$ cat src/rtl/met_pkg.sv
// Shared constants, register codes and control types of the escape-time core.
package met_pkg;

  // Fixed-point format: signed, FRAC_BITS fraction bits, integer range [-8, 8)
  localparam int FRAC_BITS = 28;
  localparam int QW        = FRAC_BITS + 4;
  localparam int CFG_W     = 32;
  localparam int COUNT_W   = 20;
  localparam int FIELD_W   = 12;
  localparam int INDEX_W   = 3;

  localparam logic signed [63:0] Q_MAX  = (64'sd8 <<< FRAC_BITS) - 64'sd1;
  localparam logic signed [63:0] Q_MIN  = -(64'sd8 <<< FRAC_BITS);
  localparam logic signed [63:0] Q_FOUR = 64'sd4 <<< FRAC_BITS;

  localparam logic signed [CFG_W-1:0] X_ORIGIN_RST = -32'sd536870912;
  localparam logic signed [CFG_W-1:0] Y_ORIGIN_RST = -32'sd536870912;
  localparam logic signed [CFG_W-1:0] X_STEP_RST   = 32'sd262144;
  localparam logic signed [CFG_W-1:0] Y_STEP_RST   = 32'sd262144;
  localparam logic [COUNT_W-1:0]      MAX_ITER_RST = 20'd100000;

  typedef enum logic [INDEX_W-1:0] {
    REG_X_ORIGIN = 3'd0,
    REG_Y_ORIGIN = 3'd1,
    REG_X_STEP   = 3'd2,
    REG_Y_STEP   = 3'd3,
    REG_MAX_ITER = 3'd4
  } reg_index_t;

  typedef struct packed {
    logic signed [CFG_W-1:0] x_origin;
    logic signed [CFG_W-1:0] y_origin;
    logic signed [CFG_W-1:0] x_step;
    logic signed [CFG_W-1:0] y_step;
    logic [COUNT_W-1:0]      max_iterations;
  } met_cfg_t;

  // Controller to datapath
  typedef struct packed {
    logic start;   // latch c, clear z and the count
    logic update;  // z = z*z + c
    logic square;  // square the new z components
    logic emit;    // load the result register
  } met_cmd_t;

  // Datapath to controller
  typedef struct packed {
    logic escape;    // |z|^2 > 4 after the latest update
    logic at_limit;  // update count has reached max_iterations
  } met_status_t;

endpackage

$ cat src/rtl/met_config.sv
// Configuration register bank of the escape-time core.
module met_config (
  input  logic                          clk,
  input  logic                          rst,
  input  logic                          write_enable,
  input  logic [met_pkg::INDEX_W-1:0]   write_index,
  input  logic [met_pkg::CFG_W-1:0]     write_data,
  output met_pkg::met_cfg_t             cfg
);
  import met_pkg::*;

  always_ff @(posedge clk) begin
    if (rst) begin
      cfg.x_origin       <= X_ORIGIN_RST;
      cfg.y_origin       <= Y_ORIGIN_RST;
      cfg.x_step         <= X_STEP_RST;
      cfg.y_step         <= Y_STEP_RST;
      cfg.max_iterations <= MAX_ITER_RST;
    end else if (write_enable) begin
      case (reg_index_t'(write_index))
        REG_X_ORIGIN: cfg.x_origin       <= signed'(write_data);
        REG_Y_ORIGIN: cfg.y_origin       <= signed'(write_data);
        REG_X_STEP:   cfg.x_step         <= signed'(write_data);
        REG_Y_STEP:   cfg.y_step         <= signed'(write_data);
        REG_MAX_ITER: cfg.max_iterations <= write_data[COUNT_W-1:0];
        default: ;  // drop writes beyond the register list
      endcase
    end
  end

endmodule

$ cat config.mk
export PLATFORM = sky130hd
export DESIGN_NAME = met_config
export DESIGN_NICKNAME = d
export VERILOG_FILES = /design/src/rtl/met_pkg.sv /design/src/rtl/met_config.sv
export SDC_FILE = /design/constraint.sdc
export NUM_CORES = 1
export LEC_CHECK = 0
export ABC_CLOCK_PERIOD_IN_PS = 3300
export BUFFER_PORTS_ARGS = -buffer_cell sky130_fd_sc_hd__buf_4
export CORE_MARGIN = 5
export CORE_UTILIZATION = 35
export DETAILED_ROUTE_END_ITERATION = 10
export HOLD_SLACK_MARGIN = 0.03
export PLACE_DENSITY = 0.58
export RECOVER_POWER = 25
export SLEW_MARGIN = 20
export SYNTH_ARGS = -nofsm -noshare
export SYNTH_HDL_FRONTEND = slang
export SYNTH_SLANG_ARGS = --single-unit
$ cat constraint.sdc
create_clock -name clk -period 3.3 [get_ports clk]
set_input_delay 0.165 -clock clk [delete_from_list [all_inputs] [get_ports clk]]
set_output_delay 0.165 -clock clk [all_outputs]
set_load 0.02 [all_outputs]
Word-level counts from Yosys, hierarchy flattened. Cells that the tools add are included.

Bits in registers: 148. Bits in latches: 0. Memory bits (writable): 0. ROM bits: 0. Input bits: 38. Output and inout port bits: 148. Word-level logic and storage cells: 15. Memories kept: 0.

$add $sub $neg: 0. Multiply operators: 0. Divide/modulo/power cells: 0. Magnitude comparators: 0. Equal/unequal tests: 4. Shifts and indexed selects: 0. Multiplexer cells: 0. Bitwise gates (word level): 0. Reduce and logical (&&, ||, !) cells: 6.

Operators with widths (number): $reduce_and A2 Y1 (5); $eq A3 B2 Y1 const B (2); $eq A3 B1 Y1 const B (1); $eq A3 B3 Y1 const B (1); $logic_not A3 Y1 (1).

Depth between registers and ports, before layout.
Word-level depth: 2. Depth in mapped cells: 6. Depth with buffers taken out: 2.

Worst setup path after synthesis. No wires, ideal clock.

Kind: input port to flip-flop. Start point: input port write_index[0] (netlist bit). End point: register cfg[145] (netlist bit). Library setup time: 0.121 ns. Arrival time: 1.113 ns. Required time: 3.179 ns. Slack: 2.066 ns. Stages: 4. Buffers on the path: 2. Cell sequence: clkbuf_2 or4b_1 buf_6 mux2i_1.

Cells in the longest elaborated chain, start to end: 2.

RTL lines: start: declaration (RTL line met_config.sv:6) `input logic [met_pkg::INDEX_W-1:0] write_index,`; $logic_not A3 Y1 (RTL line met_config.sv:20) `case (reg_index_t'(write_index))`; $reduce_and A2 Y1 (no source line); end: declaration (RTL line met_config.sv:8) `output met_pkg::met_cfg_t cfg`.

Every way passes these cells. A chain may end at the register's enable or synchronous reset.

Worst setup path after layout.
Start point: input port write_index[2] (netlist bit). End point: register cfg[131] (netlist bit).

The elaborated chain is that of the path after synthesis.

==> results.py <==
metrics = {
    "status": {
        "status": "complete, but fails checks",
        "violations": "max-capacitance violations, max-slew violations",
    },
    "timing": {
        "period_share_pct": 65.0,
        "slew_headroom_pct": -24.7,
        "setup_viol": 0,
        "setup_slack_ps": 1150,
        "slew_viol_final": 62,
        "fmax_ghz": 0.466,
        "holdWs_ps": 56.9,
        "rsz0062_at_grt": "no",
        "setup_tns_ps": 0,
        "layout_min_cycle_time_ps": 2150,
        "hold_violations": 0,
        "clock-skew-final_ps": 0,
        "worst_pin_slew_ps": 1870,
    },
    "synthesis": {
        "netlist_area_um2": 5860,
        "ys_seq_area_share_pct": 50.6,
        "syn_inst": 533,
        "ys_ff_latch": 148,
        "syn_avg_cell_area_um2": 11.0,
        "yosysUniqueCellTypes": 14,
        "yosys_warnings": 0,
        "synthesis.nets": 571,
    },
    "final_layout": {
        "nFillCells": 1599,
        "largest_reg_flops": 148,
        "top_regs": "cfg (148)",
        "nets": 749,
        "multi_input_comb_area_um2": 2750,
        "layout_commonest_cell": "nand2b_1",
        "final_cell_mix": "nand2b_1 (166), mux2i_1 (148), dfxtp_1 (148)",
        "largest_register": "cfg",
        "area_delta_synth_final_pct": 34.9,
        "layout-drive-gt1-share_pct": 24.7,
        "diodes": 0,
        "regArea_um2": 2960,
        "finish.utilization_pct": 47.8,
    },
    "placed_design": {
        "place_congestion": 0.756,
        "io_buffers": 185,
        "dp_hpwl_um": 10800,
        "place_ws_ps": 1500,
    },
    "clock_tree": {
        "clock_tree.buffer_depth": 2,
        "clk_pin_slew_worst_paths_ps": 60,
        "cts_buffers": 17,
        "worstSkewPairLatency_ps": 410,
        "clock_sinks": 148,
        "postCtsSetupBuffers": 0,
        "ctsResizeCount": 0,
        "cts_tree": "done",
        "htree_levels": 4,
        "root_buffer": "clkbuf_16",
    },
    "flow_run": {
        "drv_cap": 3,
    },
    "power": {
        "fin_total_pwr_mw": 4.02,
        "leakage_nw": 3.79,
        "power.density_nw_per_um2": 508,
        "peakVddDrop_v": 0.000345,
    },
    "die": {
        "die_h_um": 139,
        "start_util_pct": 35.5,
        "io_pins": 186,
        "design.core.area_um2": 16500,
        "rows": 47,
        "dieArea_um2": 19400,
        "die_w_um": 139,
    },
    "detailed_routing": {
        "wl_met2_um": 7490,
        "vias": 4297,
        "routed_wl_um": 15800,
        "drt_iter0_drc": 161,
        "wl_met1_um": 6850,
        "drt_pre_antenna_iters": 4,
        "wire_per_inst_um": 16.8,
        "antenna_left": 0,
        "top_layer": "met4",
        "post-route-drc-count": 0,
        "wl_met3_um": 1330,
        "vias_per_cell": 4.55,
    },
    "worst_setup_path": {
        "cp_data_arrival_time_ps": 2370,
        "crit_path_max_incr_delay_ps": 1380,
        "critPathMaxFanout": 20,
        "endpoint_kind": "register",
        "crit_slowest_cell": "clkbuf_1",
        "crit_top_cell": "clkbuf_1",
        "startpoint_type": "input pin",
        "worstPathCellList": "clkbuf_1, nor4b_4, clkbuf_1, mux2i_1",
        "cp_data_required_time_ps": 3520,
        "worst-setup-path-type": "in -> reg",
    },
    "global_route": {
        "antenna_found_initial": 0,
        "grt_pass1_vias": 4468,
        "grt_max_degree": 123,
        "grt_pass1_wl_um": 24900,
        "gr-usage-all-layers_pct": 16.2,
        "grt_overflow": 0,
    },
    "worst_hold_path": {
        "hold_path.class": "in -> reg",
    },
}
## worst max-delay path, delay by kind of cell
kind                   cells  cell delay [ps]
and+or+nand+nor            1              370
buffers and inverters      2             1590
muxes                      1              220
## stage by stage
stage / cells / cell area [µm²]
floorplan: 533 / 5860
global placement: 904 / 7430
detailed placement: 904 / 7430
CTS: 943 / 8070
global route: 944 / 7900
finish: 944 / 7900
## cells in the mapped netlist
master	instances	area, µm²
mux2i_1	148	1480
nor2_1	24	90.1
or4b_1	1	10.0
nor4b_4	1	23.8
nand4bb_1	3	33.8
buf_4	4	30.0
clkbuf_2	2	10.0
clkbuf_1	18	67.6
nand2b_1	166	1040
buf_6	1	11.3
nor4bb_1	2	20.0
buf_2	14	70.1
dfxtp_1	148	2960
nand4b_1	1	8.76
## where the power goes
| group | internal (mW) | switching (mW) | leakage [nW] |
|---|---|---|---|
| clock network | 1.11 | 0.716 | 0.280 |
| registers | 1.83 | 0.0239 | 1.20 |
| logic | 0.157 | 0.180 | 2.31 |
| total | 3.10 | 0.919 | 3.79 |
## cell type report
cell class / count / area share [%]
Multi-Input combinational cell: 346 / 34.8
Sequential cell: 148 / 37.5
Clock inverter: 8 / 0.950
Timing Repair Buffer: 198 / 17.1
Clock buffer: 24 / 6.22
Tap cell: 220 / 3.48
## metal layers
metal	vias to the layer above	GRT usage [%]
li1	2118	-
met1	2033	19.9
met2	133	26.0
met3	13	7.24
met4	0	3.96
met5	-	0
## cells by family after synthesis
| logic type | after synthesis | share of synthesized area, % |
|---|---|---|
| AND/OR/NAND/NOR | 198 | 20.9 |
| multiplexers | 148 | 25.3 |
| flip-flops | 148 | 50.6 |
| buffers and inverters | 39 | 3.23 |
## worst paths after layout
| kind | start | to | slack (ps) | cells after the start |
|---|---|---|---|---|
| max | write_index[2] | cfg[131] | 1150 | 4 |
| min | write_data[16] | cfg[16] | 60 | 3 |
| max reg2reg | cfg[16] | cfg[16] | 2630 | 2 |
| min reg2reg | cfg[135] | cfg[135] | 470 | 2 |
## what timing repair did
action / 4_1_cts / 5_1_grt
hold endpoints to repair: 9 / 1
setup endpoints to repair: 0 / 0
hold buffers: 7 / 1
Power figures use the tool's default switching activity.
