===== config.mk =====
export PLATFORM = sky130hd
export DESIGN_NAME = met_ctrl
export DESIGN_NICKNAME = d
export VERILOG_FILES = /design/src/rtl/met_pkg.sv /design/src/rtl/met_ctrl.sv
export SDC_FILE = /design/constraint.sdc
export NUM_CORES = 1
export LEC_CHECK = 0
export BUFFER_PORTS_ARGS = -buffer_cell sky130_fd_sc_hd__buf_2
export CORE_AREA = 2 2 39 41
export DETAILED_ROUTE_END_ITERATION = 12
export DIE_AREA = 0 0 41 43
export GPL_TIMING_DRIVEN = 0
export PLACE_DENSITY = 0.4
export SLEW_MARGIN = 5
export SYNTH_ARGS = -nofsm -noshare
export SYNTH_HDL_FRONTEND = slang
export SYNTH_SLANG_ARGS = --single-unit

===== constraint.sdc =====
create_clock -name clk -period 1.5 [get_ports clk]
set_input_delay 0.375 -clock clk [delete_from_list [all_inputs] [get_ports clk]]
set_output_delay 0.375 -clock clk [all_outputs]
set_load 0.05 [all_outputs]

===== src/rtl/met_pkg.sv =====
// Shared constants, register codes and control types of the escape-time core.
package met_pkg;

  // Fixed-point format: signed, FRAC_BITS fraction bits, integer range [-8, 8)
  localparam int FRAC_BITS = 28;
  localparam int QW        = FRAC_BITS + 4;
  localparam int CFG_W     = 32;
  localparam int COUNT_W   = 20;
  localparam int FIELD_W   = 12;
  localparam int INDEX_W   = 3;

  localparam logic signed [63:0] Q_MAX  = (64'sd8 <<< FRAC_BITS) - 64'sd1;
  localparam logic signed [63:0] Q_MIN  = -(64'sd8 <<< FRAC_BITS);
  localparam logic signed [63:0] Q_FOUR = 64'sd4 <<< FRAC_BITS;

  localparam logic signed [CFG_W-1:0] X_ORIGIN_RST = -32'sd536870912;
  localparam logic signed [CFG_W-1:0] Y_ORIGIN_RST = -32'sd536870912;
  localparam logic signed [CFG_W-1:0] X_STEP_RST   = 32'sd262144;
  localparam logic signed [CFG_W-1:0] Y_STEP_RST   = 32'sd262144;
  localparam logic [COUNT_W-1:0]      MAX_ITER_RST = 20'd100000;

  typedef enum logic [INDEX_W-1:0] {
    REG_X_ORIGIN = 3'd0,
    REG_Y_ORIGIN = 3'd1,
    REG_X_STEP   = 3'd2,
    REG_Y_STEP   = 3'd3,
    REG_MAX_ITER = 3'd4
  } reg_index_t;

  typedef struct packed {
    logic signed [CFG_W-1:0] x_origin;
    logic signed [CFG_W-1:0] y_origin;
    logic signed [CFG_W-1:0] x_step;
    logic signed [CFG_W-1:0] y_step;
    logic [COUNT_W-1:0]      max_iterations;
  } met_cfg_t;

  // Controller to datapath
  typedef struct packed {
    logic start;   // latch c, clear z and the count
    logic update;  // z = z*z + c
    logic square;  // square the new z components
    logic emit;    // load the result register
  } met_cmd_t;

  // Datapath to controller
  typedef struct packed {
    logic escape;    // |z|^2 > 4 after the latest update
    logic at_limit;  // update count has reached max_iterations
  } met_status_t;

endpackage


===== src/rtl/met_ctrl.sv =====
// Sequencing state machine: accept, alternate update and square, emit.
module met_ctrl (
  input  logic                  clk,
  input  logic                  rst,
  input  logic                  pixel_valid,
  output logic                  pixel_ready,
  output logic                  result_valid,
  input  logic                  result_ready,
  input  met_pkg::met_status_t  status,
  output met_pkg::met_cmd_t     cmd
);
  import met_pkg::*;

  typedef enum logic [2:0] {
    ST_IDLE   = 3'b001,
    ST_UPDATE = 3'b010,
    ST_SQUARE = 3'b100
  } state_t;

  state_t state;
  state_t state_next;
  logic   finish;
  logic   out_free;

  assign finish   = status.escape || status.at_limit;
  assign out_free = !result_valid || result_ready;

  always_comb begin
    cmd         = '0;
    pixel_ready = 1'b0;
    state_next  = state;
    case (state)
      ST_IDLE: begin
        pixel_ready = 1'b1;
        if (pixel_valid) begin
          cmd.start  = 1'b1;
          state_next = ST_UPDATE;
        end
      end
      ST_UPDATE: begin
        if (finish) begin
          // hold until the result register is free
          if (out_free) begin
            cmd.emit   = 1'b1;
            state_next = ST_IDLE;
          end
        end else begin
          cmd.update = 1'b1;
          state_next = ST_SQUARE;
        end
      end
      ST_SQUARE: begin
        cmd.square = 1'b1;
        state_next = ST_UPDATE;
      end
      default: state_next = ST_IDLE;
    endcase
  end

  always_ff @(posedge clk) begin
    if (rst) begin
      state        <= ST_IDLE;
      result_valid <= 1'b0;
    end else begin
      state <= state_next;
      if (cmd.emit) begin
        result_valid <= 1'b1;
      end else if (result_ready) begin
        result_valid <= 1'b0;
      end
    end
  end

endmodule


Yosys cells after proc, flatten, opt, wreduce, memory -nomap -nowiden
Index checks and enable logic that the tools add are counted.
{"block": "totals", "register_bits": 4, "output_inout_bits": 6, "word_cells": 27}
{"block": "classes", "muxes": 15, "n_reduce_logical": 5, "eq_ne": 5}
{"operator": "1-bit two-way mux", "n": 11}
{"operator": "3-bit two-way mux", "n": 3}
{"operator": "3-bit case mux with 3 select lines", "n": 1}
{"operator": "3-bit by 1-bit equality test with 1-bit output, second input constant", "n": 1}
{"operator": "3-bit by 2-bit equality test with 1-bit output, second input constant", "n": 1}
{"operator": "3-bit equality test, second input constant", "n": 1}
{"operator": "3-bit inequality test, second input constant", "n": 1}
{"operator": "1-bit logical OR", "n": 2}
{"operator": "2-bit inequality test, second input constant", "n": 1}
{"operator": "2-bit AND reduction", "n": 1}
{"operator": "2-bit nonzero test", "n": 1}
{"operator": "1-bit logical NOT", "n": 1}

Logic depth before layout (Yosys ltp)
Gate-level depths: netlist (run 1).
{"block": "logic_depth", "depth_word": 6, "depth_mapped": 4, "depth_no_buf": 3}

Worst setup path after synthesis (run 1)
Ideal clock, no wire load.
{"block": "synth_timing", "path_kind": "reg-to-output", "start": "reg state[0]", "end": "out cmd[3] (netlist name)", "slack_ns": -1.059, "path_stages_with_launch": 3, "t_arrival_ns": 2.184, "t_required_ns": 1.125, "path_cell_list": "dfxtp_1 nor3b_1 and2_1"}
{"element": "start, declared", "line_no": "met_ctrl.sv:20", "rtl": "state_t state;"}
{"element": "start signal, assigned", "line_no": "met_ctrl.sv:65", "rtl": "state <= state_next;"}
{"element": "end, declared", "line_no": "met_ctrl.sv:10", "rtl": "output met_pkg::met_cmd_t cmd"}

==> results of run 1 <==
cells by family (layout without fill, tap and decap cells):
logic type,count (synthesis),after routing,share of synthesized area
AO/OA/AOI/OAI,6,6,0.193
buffers and inverters,2,20,0.0434
AND/OR/NAND/NOR,11,11,0.323
flip-flops,4,4,0.398
XOR/XNOR,1,1,0.0435
final cells by class:
cell class / instances / area, µm² / area share
Sequential cell: 4 / 88.8 / 0.208
Inverter: 1 / 3.75 / 0.00880
Multi-Input combinational cell: 18 / 158 / 0.370
Tap cell: 16 / 20.0 / 0.0469
Buffer: 1 / 13.8 / 0.0323
Clock buffer: 3 / 22.5 / 0.0528
Timing Repair Buffer: 15 / 120 / 0.282
Yosys cell counts:
| cell | instances | area (µm²) |
|---|---|---|
| and2_1 | 2 | 12.5 |
| xnor2_1 | 1 | 8.76 |
| inv_1 | 1 | 3.75 |
| nor2_1 | 3 | 11.3 |
| nand2b_1 | 1 | 6.26 |
| o21a_1 | 1 | 7.51 |
| nor3b_1 | 2 | 15.0 |
| nor4_1 | 1 | 6.26 |
| o21ai_0 | 2 | 10.0 |
| nor3_1 | 1 | 5.00 |
| o32ai_1 | 1 | 8.76 |
| a21oi_1 | 1 | 5.00 |
| o211ai_1 | 1 | 7.51 |
| clkbuf_2 | 1 | 5.00 |
| or3b_1 | 1 | 8.76 |
| dfxtp_1 | 4 | 80.1 |
power by group through the flow:
stage	clock [W]	sequential (W)	combinational, W
6_report	0.000131	0.000134	0.000235
5_1_grt	0.000151	0.000135	0.000248
4_1_cts	0.000136	0.000132	0.000215
3_5_place_dp	0	0.000138	0.000161
3_3_place_gp	0	0.000139	0.000162
2_1_floorplan	0	0.000140	0.000125
timing repair:
item | in CTS | in global routing
cloned | 0 | 0
pin swaps | 3 | 4
hold endpoints to repair | 0 | 0
setup endpoints to repair | 5 | 6
setup buffers | 4 | 0
resized for setup | 14 | 4
how the worst max path moves through the flow:
stage | from | end | cells after the start
2_1_floorplan | state[2] | cmd[1] | 1
3_5_place_dp | state[1] | cmd[2] | 4
6_report | state[2] | cmd[2] | 4
5_1_grt | state[2] | cmd[2] | 4
3_3_place_gp | state[1] | cmd[2] | 4
4_1_cts | state[2] | cmd[2] | 4
per-stage QoR:
step	instance area (µm²)	setup TNS, ps
final	427	-598
after global routing	427	-816
after CTS	409	-609
after detailed placement	317	-220
after global placement	317	-244
after floorplan	241	-897
flip-flops by register name, summed over array words and instances, names as in the netlist:
register	cells
result_valid	1
state	3
critical path: stages (launching register included):
cell and delay [ps]:
dfxtp_4 330, or3b_1 370, clkbuf_8 160, nor3_4 110, buf_6 180
layer usage:
| layer | wire [µm] | part of all wire |
|---|---|---|
| met1 | 217 | 0.38 |
| met2 | 302 | 0.53 |
| met3 | 55 | 0.096 |
| met4 | 0 | 0 |
| met5 | 0 | 0 |
==> run metrics, run 1 <==
Remaining Overflow, GRT=0; dpl hpwl=376 µm; CTS tree=yes; Min-Delay Endpoint=result_valid; period utilisation layout=1.17; grt met2 use=0.103; warnings from Yosys=0; CP Max Fanout=3; Post-CTS Hold Buffers=0; Seq cells post-synth=4; share of cells above drive strength 1=0.667; Max-cap violations=0; die width=about 41 µm; first-pass GRT wire length=approximately 880 µm; clock buffer depth=2; synthesized area=201 µm²; worst setup margin=-257 ps; Hold WS=337 ps; post-DR wirelength/cell=~10 µm; Remaining DRCs=0; unrepaired setup endpoints after global routing=yes; worst hold path class=in2reg; final hold violation count=0; Via density=4.21; Fillers=about 150; Layout Cells excl Fill=between 50 and 60; CP arrival=1380 ps; clk slew on worst S/H paths=40 ps; Critical Path RT=1120 ps; Worst slew margin=0.704; Placer Congestion=0.718; vias in the first global route=204; drt initial violations=4; gr busiest metal=met2; outcome=complete, but fails checks; Site Rows=14; post-place setup slack=-134 ps; commonest non-fill, non-tap cell in the layout=buf_2; initial core utilization=0.146; total track usage=0.0794; antenna viol nets, final=0; synth unique cells=16; Setup Skew=around 0.33 ps; r2r setup slk=40 ps; die area=1760 µm²; Worst Hold Launch=rst; P_leak=about 0.18 nW; via count=~240; H-tree depth=1; most frequent cells in the layout=6 x buf_2, 4 x buf_6, 4 x buf_4; Mapped Avg Cell Area=roughly 8.4 µm²; Slew Limit Fails=0; CTS buffer count=3; worst reg2reg path depth=5; startpoint types=flip-flop; Tot Pwr=roughly 0.0005 W; Setup CP Type=reg2out; Detailed Route WL=about 580 µm; Die H=43 µm; met3 Track Usage GR=0.0471; Max VDD drop=about 0.55 mV; cells after synthesis=24; Final setup viols=3; P per Cell Area=1170 nW/µm²; slew of the pin with the lowest slew margin=440 ps; area grow syn2layout=112%; Pre-antenna DRT Iters=4; n_diodes=0; Core Util, Final=0.308; worst skew pair latency=~230 ps; Fmax achieved=roughly 570 MHz; failing checks=negative setup slack; Clk pwr share=0.262; Seq/Total Area, Yosys=0.398; CTS sink count=4; clock root buffer=clkbuf_4; launch point of the worst reg-to-reg path=state[2]; I/O Buffers=11; initial antenna violation count=0; P_sw=between 0.00015 and 0.0002 W; sw frac=0.354; combinational share of power=0.470; largest net degree at the start of global routing=6; Worst Setup End Kind=primary output; Worst Hold Path Cells=2; post-layout minimum cycle time=roughly 1800 ps; fin nets=50; Reg power frac=0.267; met1 usage=0.0903; post-synth net total=30; placed cell count=between 50 and 60; Core ar.=around 1400 µm²; FF-to-FF End=state[1]; Int Pwr=around 0.00032 W; I/O pins=12
No activity file was read; power rests on OpenSTA's default activity.
==> inputs of run 2 (changes only) <==
ABC_CLOCK_PERIOD_IN_PS = 1500   (was not set)
PLACE_DENSITY = not set   (was 0.4)
==> run 2 against run 1 <==
Compared with the run above: the run still ends with negative setup slack left; combinational power is 8.5% higher; highest routed layer unchanged; largest cell class unchanged; worst setup slack lost 2.2 ps; global-route usage up 0.69 points; sequential cell count did not move; sequential share of layout area is 0.71 points lower; count of clock-buffer cells in the layout unchanged.
==> run metrics, run 2 (synthesized netlist as in run 1, its figures left out) <==
CTS sink count=4 (unchanged); total track usage=0.0863 (+0.00695); failing checks=negative setup slack; initial core utilization=0.146 (unchanged); Setup CP Type=reg2out; dpl hpwl=415 µm (+10%); Clk pwr share=0.255 (-0.007); Post-Route Setup TNS=-628 ps (-30.0 ps); register area=88.8 µm² (unchanged); unrepaired setup endpoints after global routing=yes; sw frac=0.352 (-0.00152); area grow syn2layout=119%; Critical Path RT=1120 ps (about the same); Core Util, Final=0.319 (+0.0109); Final setup viols=4 (+1); clock root buffer=clkbuf_4; CTS buffer count=3 (unchanged); clock buffer depth=2 (unchanged); combinational share of power=0.490 (+0.020); Placer Congestion=0.699 (-2.6%); n_diodes=0 (unchanged); final hold violation count=0 (unchanged); worst hold path class=in2reg; via count=250 (+2.5%); commonest non-fill, non-tap cell in the layout=buf_2; post-layout minimum cycle time=1760 ps (+2.18 ps); post-DR wirelength/cell=10.7 µm (+7.5%); share of cells above drive strength 1=0.674 (+0.00775); worst skew pair latency=240 ps (about the same); Int Pwr=0.000337 W (+4.3%); H-tree depth=1 (unchanged); P per Cell Area=1180 nW/µm² (+0.49%); CP Max Fanout=3 (unchanged); Detailed Route WL=629 µm (+9.4%); Layout Cells excl Fill=59 (+1.7%); period utilisation layout=1.17 (+0.00145); area occupied by multi-input gates=158 µm² (unchanged); Remaining Overflow, GRT=0 (unchanged); clk slew on worst S/H paths=30 ps (about the same); startpoint types=flip-flop; Setup Skew=6.94 ps (+6.61 ps); slew of the pin with the lowest slew margin=476 ps (+36.6 ps); I/O pins=12 (unchanged); Post-CTS Hold Buffers=0 (unchanged); P_sw=0.000184 W (+3.6%); Slew Limit Fails=0 (unchanged); Die H=43 µm (unchanged); initial antenna violation count=0 (unchanged); max FFs per register=3 (unchanged); Reg power frac=0.255 (-0.012); antenna viol nets, final=0 (unchanged); most frequent cells in the layout=6 x buf_2, 5 x buf_4, 3 x clkbuf_4, 3 x buf_8; I/O Buffers=11 (unchanged); Fmax achieved=568 MHz (-0.12%); Core ar.=1380 µm² (unchanged); worst setup margin=-259 ps (-2.17 ps); Site Rows=14 (unchanged); Worst slew margin=0.679 (-0.0247); Via density=4.24 (+0.72%); fin nets=51 (+2.0%); die area=1760 µm² (unchanged); vias in the first global route=238 (+17%); Pre-antenna DRT Iters=2 (-2); Fillers=146 (-3.3%); Reg with most FFs=state; die width=41 µm (unchanged); Max VDD drop=0.331 mV (-39%); Remaining DRCs=0 (unchanged); drt initial violations=6 (+2); Hold WS=353 ps (+16.3 ps); P_leak=0.188 nW (+4.8%); largest registers=state x3, result_valid x1; placed cell count=51 (unchanged); outcome=complete, but fails checks; CP arrival=1380 ps (about the same); CTS tree=yes; Max-cap violations=0 (unchanged); first-pass GRT wire length=959 µm (+8.6%); largest net degree at the start of global routing=6 (unchanged); Worst Setup End Kind=primary output
[run 2: worst paths after layout]
kind,start,endpoint,slack [ps],cells after the start
hold reg to reg,result_valid,result_valid,660,3
hold / removal,rst,state[2],350,2
setup / recovery,state[2],cmd[2],-260,4
setup reg to reg,state[2],state[1],90,5
[run 2: layer usage]
layer | vias up | share of wire | wire [µm] | track usage
met2 | 7 | 0.52 | 328 | 0.122
met1 | 117 | 0.44 | 277 | 0.0900
met3 | 0 | 0.038 | 24 | 0.0524
li1 | 126 | - | - | -
met5 | - | 0 | 0 | 0
met4 | 0 | 0 | 0 | 0.0600
[run 2: worst max-delay path, cell delays in order, from the launching register on]
cell	delay, ps
dfxtp_4	330
or3b_1	370
clkbuf_8	160
nor3_4	110
buf_6	180
[run 2: area by class of cell]
cell class,count,share of cell area
plain buffers,1,0.0312
clock buffers,3,0.0510
repair buffers,16,0.306
well taps,16,0.0453
inverters,1,0.00850
flip-flops and latches,4,0.201
multi-input cells,18,0.357
[run 2: power by group through the flow]
stage	clock, W	sequential, W	combinational (W)
final	0.000133	0.000133	0.000255
after global routing	0.000145	0.000135	0.000268
after CTS	0.000138	0.000132	0.000205
after detailed placement	0	0.000138	0.000163
after global placement	0	0.000137	0.000161
after floorplan	0	0.000140	0.000125
[run 2: metrics by stage]
step / power, W / worst slack, ps / instance area [µm²]
finish: 0.000521 / -259 / 442
global route: 0.000548 / -297 / 442
CTS: 0.000475 / -268 / 402
detailed placement: 0.000301 / -136 / 317
global placement: 0.000299 / -137 / 317
floorplan: 0.000265 / -451 / 241
[run 2: timing repair]
action	4_1_cts	5_1_grt
cloned	0	0
endpoints found under the hold margin	0	0
buffers inserted	3	2
resized for setup	14	6
endpoints found under the setup margin	5	6
pin swaps	3	4
